## config.mk

```make
export PLATFORM = sky130hd
export DESIGN_NAME = deque_with_middle_element
export DESIGN_NICKNAME = d
export VERILOG_FILES = /design/src/hw/rtl/dqm_pkg.sv /design/src/hw/rtl/dqm_cell.sv /design/src/hw/rtl/dqm_chain.sv /design/src/hw/rtl/deque_with_middle_element.sv
export SDC_FILE = /design/constraint.sdc
export NUM_CORES = 2
export LEC_CHECK = 0
export BUFFER_PORTS_ARGS = -buffer_cell sky130_fd_sc_hd__buf_2
export CAP_MARGIN = 20
export CORE_UTILIZATION = 40
export CTS_CLUSTER_DIAMETER = 50
export DETAILED_ROUTE_END_ITERATION = 10
export SYNTH_ARGS = -nofsm -noshare
export SYNTH_HDL_FRONTEND = slang
export SYNTH_SLANG_ARGS = --single-unit
```

## constraint.sdc

```tcl
create_clock -name clk -period 5.5 [get_ports clk]
set_clock_uncertainty 0.05 [all_clocks]
set_input_delay 1.1 -clock clk [delete_from_list [all_inputs] [get_ports clk]]
set_output_delay 1.1 -clock clk [all_outputs]
set_load 0.1 [all_outputs]
```

## src/hw/rtl/dqm_pkg.sv

```systemverilog
// Shared types and constants for the double-ended queue with middle report.
// Used by dqm_cell, dqm_chain and deque_with_middle_element; no dependencies.
package dqm_pkg;

	localparam int unsigned DEPTH_DEFAULT = 64;
	localparam int unsigned DATA_W        = 32;

	// Middle value reported when the queue holds nothing.
	localparam logic signed [DATA_W-1:0] EMPTY_MIDDLE = -32'sd1;

	typedef enum logic [1:0] {
		ACT_PUSH_FRONT = 2'd0,
		ACT_PUSH_BACK  = 2'd1,
		ACT_POP_FRONT  = 2'd2,
		ACT_POP_BACK   = 2'd3
	} action_t;

	typedef enum logic [1:0] {
		ST_DONE      = 2'd0,
		ST_POP_EMPTY = 2'd1,
		ST_PUSH_FULL = 2'd2
	} status_t;

	// Per-chain control, applied at each clock. shr moves every cell one place away
	// from the head (the head takes the feed), shl moves one place toward
	// the head, wr loads the item value into the addressed cell.
	typedef struct packed {
		logic shr;
		logic shl;
		logic wr;
	} cell_ctl_t;

endpackage

```

## src/hw/rtl/dqm_cell.sv

```systemverilog
// One storage cell of a queue half: holds a single value.
// Depends on dqm_pkg for the control struct and data width.
module dqm_cell #(
	parameter int unsigned IDX_W = 1,
	parameter int unsigned INDEX = 0
) (
	input  logic                                 clk,
	input  dqm_pkg::cell_ctl_t                   ctl,
	input  logic [IDX_W-1:0]                     wr_idx,
	input  logic signed [dqm_pkg::DATA_W-1:0]    wr_data,
	input  logic signed [dqm_pkg::DATA_W-1:0]    lo_data,
	input  logic signed [dqm_pkg::DATA_W-1:0]    hi_data,
	output logic signed [dqm_pkg::DATA_W-1:0]    data
);

	logic signed [dqm_pkg::DATA_W-1:0] data_q;
	logic                              hit;

	assign hit  = ctl.wr && (wr_idx == IDX_W'(INDEX));
	assign data = data_q;

	// A write to this cell wins over the shift in the same cycle.
	always_ff @(posedge clk) begin
		if (hit) begin
			data_q <= wr_data;
		end else if (ctl.shr) begin
			data_q <= lo_data;
		end else if (ctl.shl) begin
			data_q <= hi_data;
		end
	end

endmodule

```

## src/hw/rtl/dqm_chain.sv

```systemverilog
// A row of dqm_cell instances forming one half of the queue; cell 0 is the
// end next to the middle. Depends on dqm_pkg and dqm_cell.
module dqm_chain #(
	parameter int unsigned CELLS = 32,
	parameter int unsigned IDX_W = 5
) (
	input  logic                                 clk,
	input  dqm_pkg::cell_ctl_t                   ctl,
	input  logic [IDX_W-1:0]                     wr_idx,
	input  logic signed [dqm_pkg::DATA_W-1:0]    wr_data,
	input  logic signed [dqm_pkg::DATA_W-1:0]    feed,
	output logic signed [dqm_pkg::DATA_W-1:0]    head
);

	logic signed [dqm_pkg::DATA_W-1:0] cell_data [CELLS];

	assign head = cell_data[0];

	for (genvar g = 0; g < CELLS; g++) begin : g_cell
		logic signed [dqm_pkg::DATA_W-1:0] lo;
		logic signed [dqm_pkg::DATA_W-1:0] hi;

		if (g == 0) begin : g_lo_feed
			assign lo = feed;
		end else begin : g_lo_nb
			assign lo = cell_data[g-1];
		end

		if (g == CELLS - 1) begin : g_hi_end
			assign hi = '0;
		end else begin : g_hi_nb
			assign hi = cell_data[g+1];
		end

		dqm_cell #(
			.IDX_W (IDX_W),
			.INDEX (g)
		) u_cell (
			.clk     (clk),
			.ctl     (ctl),
			.wr_idx  (wr_idx),
			.wr_data (wr_data),
			.lo_data (lo),
			.hi_data (hi),
			.data    (cell_data[g])
		);
	end

endmodule

```

## src/hw/rtl/deque_with_middle_element.sv

```systemverilog
// Top level of the double-ended queue that reports its middle element.
// Depends on dqm_pkg and dqm_chain (which instantiates dqm_cell).
//
//  Channel   Handshake                 Fields
//  --------  ------------------------  -----------------------------------------
//  request   start / busy (busy low)   action, push_value
//  result    done (one-cycle strobe)   middle_value, entry_count, is_empty, status
//
// One item is accepted in every cycle; busy never rises. Its result appears in
// the cycle right after acceptance, marked by done for that single cycle.
// The rate is set by the two cell chains, which update once for each item.
// Reset (arst_n low) empties the queue and clears done; cell contents are not
// cleared since only occupied cells are ever read.
// The receiver cannot stall, so no result is ever held back.
//
// Organization: the queue is split at the middle into two rows of cells.
// Row A holds the floor(count/2) entries before the middle, with the entry
// nearest the middle in its cell 0. Row B holds the rest, so the middle entry
// always sits in B cell 0 and needs no selection. Pushes at either end write
// the far end of one row, pops just shrink the count, and whenever the split
// point moves one entry crosses between the two row heads while both rows
// shift by one place.
module deque_with_middle_element #(
	parameter int unsigned DEPTH = dqm_pkg::DEPTH_DEFAULT,
	localparam int unsigned CNT_W   = $clog2(DEPTH + 1),
	localparam int unsigned A_CELLS = DEPTH / 2,
	localparam int unsigned B_CELLS = DEPTH - DEPTH / 2,
	localparam int unsigned AI_W    = (A_CELLS > 1) ? $clog2(A_CELLS) : 1,
	localparam int unsigned BI_W    = (B_CELLS > 1) ? $clog2(B_CELLS) : 1
) (
	input  logic                                 clk,
	input  logic                                 arst_n,
	input  logic                                 start,
	output logic                                 busy,
	input  logic [1:0]                           action,
	input  logic signed [dqm_pkg::DATA_W-1:0]    push_value,
	output logic                                 done,
	output logic signed [dqm_pkg::DATA_W-1:0]    middle_value,
	output logic [CNT_W-1:0]                     entry_count,
	output logic                                 is_empty,
	output logic [1:0]                           status
);

	logic                              accept;
	logic [CNT_W-1:0]                  count_q;
	logic [CNT_W-1:0]                  count_d;
	logic                              done_q;
	dqm_pkg::status_t                  status_q;
	dqm_pkg::status_t                  status_d;

	logic [CNT_W-1:0]                  a_size;
	logic [CNT_W-1:0]                  b_size;
	logic [CNT_W-1:0]                  a_minus1;
	logic [CNT_W-1:0]                  b_minus1;
	logic                              q_full;
	logic                              q_empty;
	logic                              q_odd;

	dqm_pkg::cell_ctl_t                a_ctl;
	dqm_pkg::cell_ctl_t                b_ctl;
	logic [AI_W-1:0]                   a_idx;
	logic [BI_W-1:0]                   b_idx;
	logic signed [dqm_pkg::DATA_W-1:0] a_head;
	logic signed [dqm_pkg::DATA_W-1:0] b_head;

	// The queue never needs to hold off an item.
	assign busy   = 1'b0;
	assign accept = start && !busy;

	// Row sizes follow from the count alone.
	assign a_size   = count_q >> 1;
	assign b_size   = count_q - a_size;
	assign a_minus1 = a_size - CNT_W'(1);
	assign b_minus1 = b_size - CNT_W'(1);
	assign q_full   = (count_q == CNT_W'(DEPTH));
	assign q_empty  = (count_q == '0);
	assign q_odd    = count_q[0];

	// Decide how each row moves for the accepted item. An even count means
	// both rows are the same size; an odd count means row B has one more.
	always_comb begin
		a_ctl    = '0;
		b_ctl    = '0;
		a_idx    = a_size[AI_W-1:0];
		b_idx    = b_size[BI_W-1:0];
		count_d  = count_q;
		status_d = dqm_pkg::ST_DONE;

		case (dqm_pkg::action_t'(action))
			dqm_pkg::ACT_PUSH_FRONT: begin
				if (q_full) begin
					status_d = dqm_pkg::ST_PUSH_FULL;
				end else begin
					count_d = count_q + CNT_W'(1);
					if (q_empty) begin
						// The first item becomes the middle directly.
						b_ctl.wr = 1'b1;
						b_idx    = '0;
					end else if (!q_odd) begin
						// Row A's head moves over to become the new middle,
						// and the new item lands at A's far end.
						a_ctl.shl = 1'b1;
						a_ctl.wr  = 1'b1;
						a_idx     = a_minus1[AI_W-1:0];
						b_ctl.shr = 1'b1;
					end else begin
						a_ctl.wr = 1'b1;
					end
				end
			end
			dqm_pkg::ACT_PUSH_BACK: begin
				if (q_full) begin
					status_d = dqm_pkg::ST_PUSH_FULL;
				end else begin
					count_d = count_q + CNT_W'(1);
					if (!q_odd) begin
						b_ctl.wr = 1'b1;
					end else begin
						// The old middle moves to A's head; the new item
						// lands at B's far end after B shifts toward its head.
						a_ctl.shr = 1'b1;
						b_ctl.shl = 1'b1;
						b_ctl.wr  = 1'b1;
						b_idx     = b_minus1[BI_W-1:0];
					end
				end
			end
			dqm_pkg::ACT_POP_FRONT: begin
				if (q_empty) begin
					status_d = dqm_pkg::ST_POP_EMPTY;
				end else begin
					count_d = count_q - CNT_W'(1);
					if (q_odd) begin
						// The middle passes to row A as the split moves back.
						a_ctl.shr = 1'b1;
						b_ctl.shl = 1'b1;
					end
				end
			end
			dqm_pkg::ACT_POP_BACK: begin
				if (q_empty) begin
					status_d = dqm_pkg::ST_POP_EMPTY;
				end else begin
					count_d = count_q - CNT_W'(1);
					if (!q_odd) begin
						// Row A's head becomes the new middle.
						a_ctl.shl = 1'b1;
						b_ctl.shr = 1'b1;
					end
				end
			end
			default: begin
				status_d = dqm_pkg::ST_DONE;
			end
		endcase

		if (!accept) begin
			a_ctl   = '0;
			b_ctl   = '0;
			count_d = count_q;
		end
	end

	dqm_chain #(
		.CELLS (A_CELLS),
		.IDX_W (AI_W)
	) u_chain_a (
		.clk     (clk),
		.ctl     (a_ctl),
		.wr_idx  (a_idx),
		.wr_data (push_value),
		.feed    (b_head),
		.head    (a_head)
	);

	dqm_chain #(
		.CELLS (B_CELLS),
		.IDX_W (BI_W)
	) u_chain_b (
		.clk     (clk),
		.ctl     (b_ctl),
		.wr_idx  (b_idx),
		.wr_data (push_value),
		.feed    (a_head),
		.head    (b_head)
	);

	always_ff @(posedge clk or negedge arst_n) begin
		if (!arst_n) begin
			count_q <= '0;
			done_q  <= 1'b0;
		end else begin
			count_q <= count_d;
			done_q  <= accept;
		end
	end

	always_ff @(posedge clk) begin
		if (accept) begin
			status_q <= status_d;
		end
	end

	// The result is read straight off the state registers during the strobe
	// cycle, which always reflects exactly the item just accepted.
	assign done         = done_q;
	assign entry_count  = count_q;
	assign is_empty     = (count_q == '0);
	assign middle_value = (count_q == '0) ? dqm_pkg::EMPTY_MIDDLE : b_head;
	assign status       = status_q;

	// Every accepted item yields exactly one strobe in the next cycle.
	a_done_follows: assert property (@(posedge clk) disable iff (!arst_n)
		accept |=> done)
		else $error("accepted item produced no result strobe");

	a_no_spurious_done: assert property (@(posedge clk) disable iff (!arst_n)
		!accept |=> !done)
		else $error("result strobe without an accepted item");

	// A dropped push or ignored pop leaves the count untouched.
	a_reject_holds: assert property (@(posedge clk) disable iff (!arst_n)
		(done && status != dqm_pkg::ST_DONE) |-> (count_q == $past(count_q)))
		else $error("rejected item changed the entry count");

	// A completed operation always moves the count by one.
	a_done_moves: assert property (@(posedge clk) disable iff (!arst_n)
		(done && status == dqm_pkg::ST_DONE) |-> (count_q != $past(count_q)))
		else $error("completed item left the entry count unchanged");

	a_count_bound: assert property (@(posedge clk) disable iff (!arst_n)
		count_q <= CNT_W'(DEPTH))
		else $error("entry count above capacity");

endmodule
```

==> flow_metrics.py <==
metrics = {
    "run_status": {
        "outcome": "complete, no violations",
    },
    "floorplanning": {
        "dieArea_um2": 272000,
        "row_count": 190,
        "die_w_um": 522,
        "core_area_um2": 268000,
        "die_h_um": 522,
        "pin_count": 81,
        "start_util_pct": 40.3,
    },
    "synthesis": {
        "synth_edf_count": 2050,
        "syn_area_um2": 108000,
        "ys_types": 69,
        "ys.flop_type": "edfxtp_1",
        "async_reset_ff_share_pct": 0.389,
        "ys_ff_latch": 2058,
        "syn_nets": 11400,
        "ys_warn_count": 0,
        "synth_cells": 11300,
        "syn_avg_cell_area_um2": 9.54,
        "yosysSeqAreaShare_pct": 57.2,
    },
    "pwr": {
        "p_leak_nw": 47.2,
        "p_per_area_nw_per_um2": 434,
        "ir_drop_v": 0.000346,
    },
    "cts": {
        "root_buffer": "clkbuf_16",
        "cts_tree": "yes",
        "clock-sinks": 2058,
        "clock_tree.htree_level_count": 5,
        "postCtsHoldBufs": 1,
        "cts_setup_buffers": 0,
        "numCtsBuffers": 283,
        "clk_latency_ps": 940,
        "path_clk_slew_ps": 60,
        "clk_path_buf_depth": 4,
        "post_cts_resized": 0,
    },
    "placed_design": {
        "numPortBuffers": 79,
        "hpwl_um": 186000,
        "place_congestion": 0.827,
        "placed_area_um2": 111000,
        "dp_cells": 14100,
    },
    "setup_path": {
        "rrSetupSlack_ps": 480,
        "cp_common_cell": "buf_4",
        "endpoint_kind": "register",
        "crit_chain": "inv_1, ha_1, and3_1, nand2b_1, inv_2, a21oi_1, o22ai_1, a21oi_2, nand4_1, buf_4, nand2_1, buf_4",
        "arrival_ps": 5520,
        "crit_path_max_fanout": 65,
        "criticalPathCategory": "reg -> reg",
        "cpMaxStageDelayCell": "a21oi_2",
        "path_buf_inv": 4,
        "critical_path.top_delay_family": "compound AO/OA/AOI/OAI gates",
        "cp.required_ps": 6000,
        "start_kind": "register",
        "max_stage_delay_ps": 700,
    },
    "layout": {
        "nFillCells": 25400,
        "register_area_um2": 61800,
        "most-common-layout-cells": "nand2_1, edfxtp_1, nor2_1, a31oi_1, mux2_2",
        "stdcell_area_um2": 120000,
        "syn_to_final_growth_pct": 10.7,
        "nets": 10900,
        "instances_no_fill": 14600,
        "multi_input_area_um2": 41900,
        "drive_gt1_share_pct": 11.9,
        "mostFrequentLayoutCell": "nand2_1",
    },
    "sta": {
        "slew_headroom_pct": 7.80,
        "fmax_mhz": 199,
        "rsz0062_at_grt": "no",
        "min_period_ps": 5020,
        "holdWs_ps": 442,
        "finalMaxSlewViolations": 0,
        "setup_tns_ps": 0,
        "fin_crit_sh_pct": 91.3,
        "hold_viol_final": 0,
        "finalSetupViolations": 0,
        "worstMarginPinSlew_ps": 1380,
    },
    "drt": {
        "remaining_drc_errors": 0,
        "final_antenna_net_count": 0,
        "drt_pass1_iterations": 6,
        "drtIter0Drc": 7785,
        "vias": 81700,
        "detail_route.wl_per_cell_um": 20.4,
        "drt-total-wl_um": 298000,
        "viasPerCell": 5.60,
    },
    "global_route": {
        "grt_overflow": 0,
        "gr-usage-met2_pct": 36.7,
        "grt_pass1_vias": 83400,
        "track_usage_pct": 21.4,
        "antenna_found_initial": 8,
        "grt.met3_usage_pct": 2.72,
        "busiest_layer": "met2",
        "grt_util_met1_pct": 28.3,
        "grt_max_degree": 262,
        "grt_pass1_wl_um": 470000,
    },
    "hold_path": {
        "hp-class": "in -> reg",
    },
    "flow_run": {
        "drv_cap": 0,
    },
}
-- worst paths after layout --
path,startpoint,cells after the start,endpoint
setup / recovery,entry_count[4],12,u_chain_b.g_cell[8].u_cell.data[19]
hold / removal,start,1,done
setup reg to reg,entry_count[4],12,u_chain_b.g_cell[8].u_cell.data[19]
hold reg to reg,u_chain_a.g_cell[30].u_cell.data[17],2,u_chain_a.g_cell[31].u_cell.data[17]
max in group asynchronous,arst_n,2,entry_count[5]
min in group asynchronous,arst_n,2,done
-- through the flow --
stage	util, %	setup slack, ps	total power, mW
finish	44.6	479	51.9
global route	44.6	179	54.1
CTS	44.6	473	52.2
detailed placement	41.3	321	34.6
global placement	41.3	454	34.2
floorplan	-	262	30.9
-- flip-flops by register name (all words and copies together) (netlist names) --
register / count
status: 2
entry_count: 7
u_chain_a.g_cell.u_cell.data: 1024
done: 1
u_chain_b.g_cell.u_cell.data: 1024
-- cells in the mapped netlist (all sizes together), types with 3 or more instances --
cell type,count,area (µm²)
nand2,4244,15900
mux2i,256,2560
xor2,4,35.0
or3,3,18.8
nand3,61,418
o311ai,4,35.0
a211oi,6,45.0
or2,32,200
and3,12,80.1
nand4,11,68.8
buf,265,1560
nor2b,6,37.5
inv,15,56.3
o21ai,72,360
nor4,5,31.3
a21o,4,30.0
and2,3,18.8
a21oi,267,1340
a31oi,1122,7020
dfrtp,8,200
o32ai,3,26.3
nor3,10,76.3
clkbuf,784,2940
mux2,609,7400
edfxtp,2050,61600
nor2,1393,5230
and4,3,26.3
o31a,3,26.3
xnor2,7,61.3
ha,19,238
nand2b,17,106
-- power by group --
group | switching (mW) | leakage (nW) | internal [mW] | total (mW)
Sequential | 1.55 | 18.9 | 21.3 | 22.9
Combinational | 7.45 | 24.0 | 4.03 | 11.5
Clock | 7.04 | 4.23 | 10.5 | 17.5
-- routing by layer --
layer	vias to the layer above	wire length, µm
met5	-	0
met4	0	6860
met3	469	16800
met2	2516	148000
met1	40600	127000
li1	38100	-
-- layout make-up --
type | count | share of cell area (%)
well taps | 3552 | 3.72
inverters | 16 | 0.0502
flip-flops and latches | 2058 | 51.7
clock inverters | 144 | 1.11
diodes | 7 | 0.0147
repair buffers | 278 | 2.18
multi-input cells | 8204 | 35.1
clock buffers | 339 | 6.21
-- cell families after synthesis --
family	synth area share, %
compound gates	8.38
xor+xnor	0.0892
fa+ha+maj	0.257
buf+inv	4.23
flops	57.2
mux	9.23
other cells	0.00347
simple gates	20.6
(Power assumes the default switching activity.)
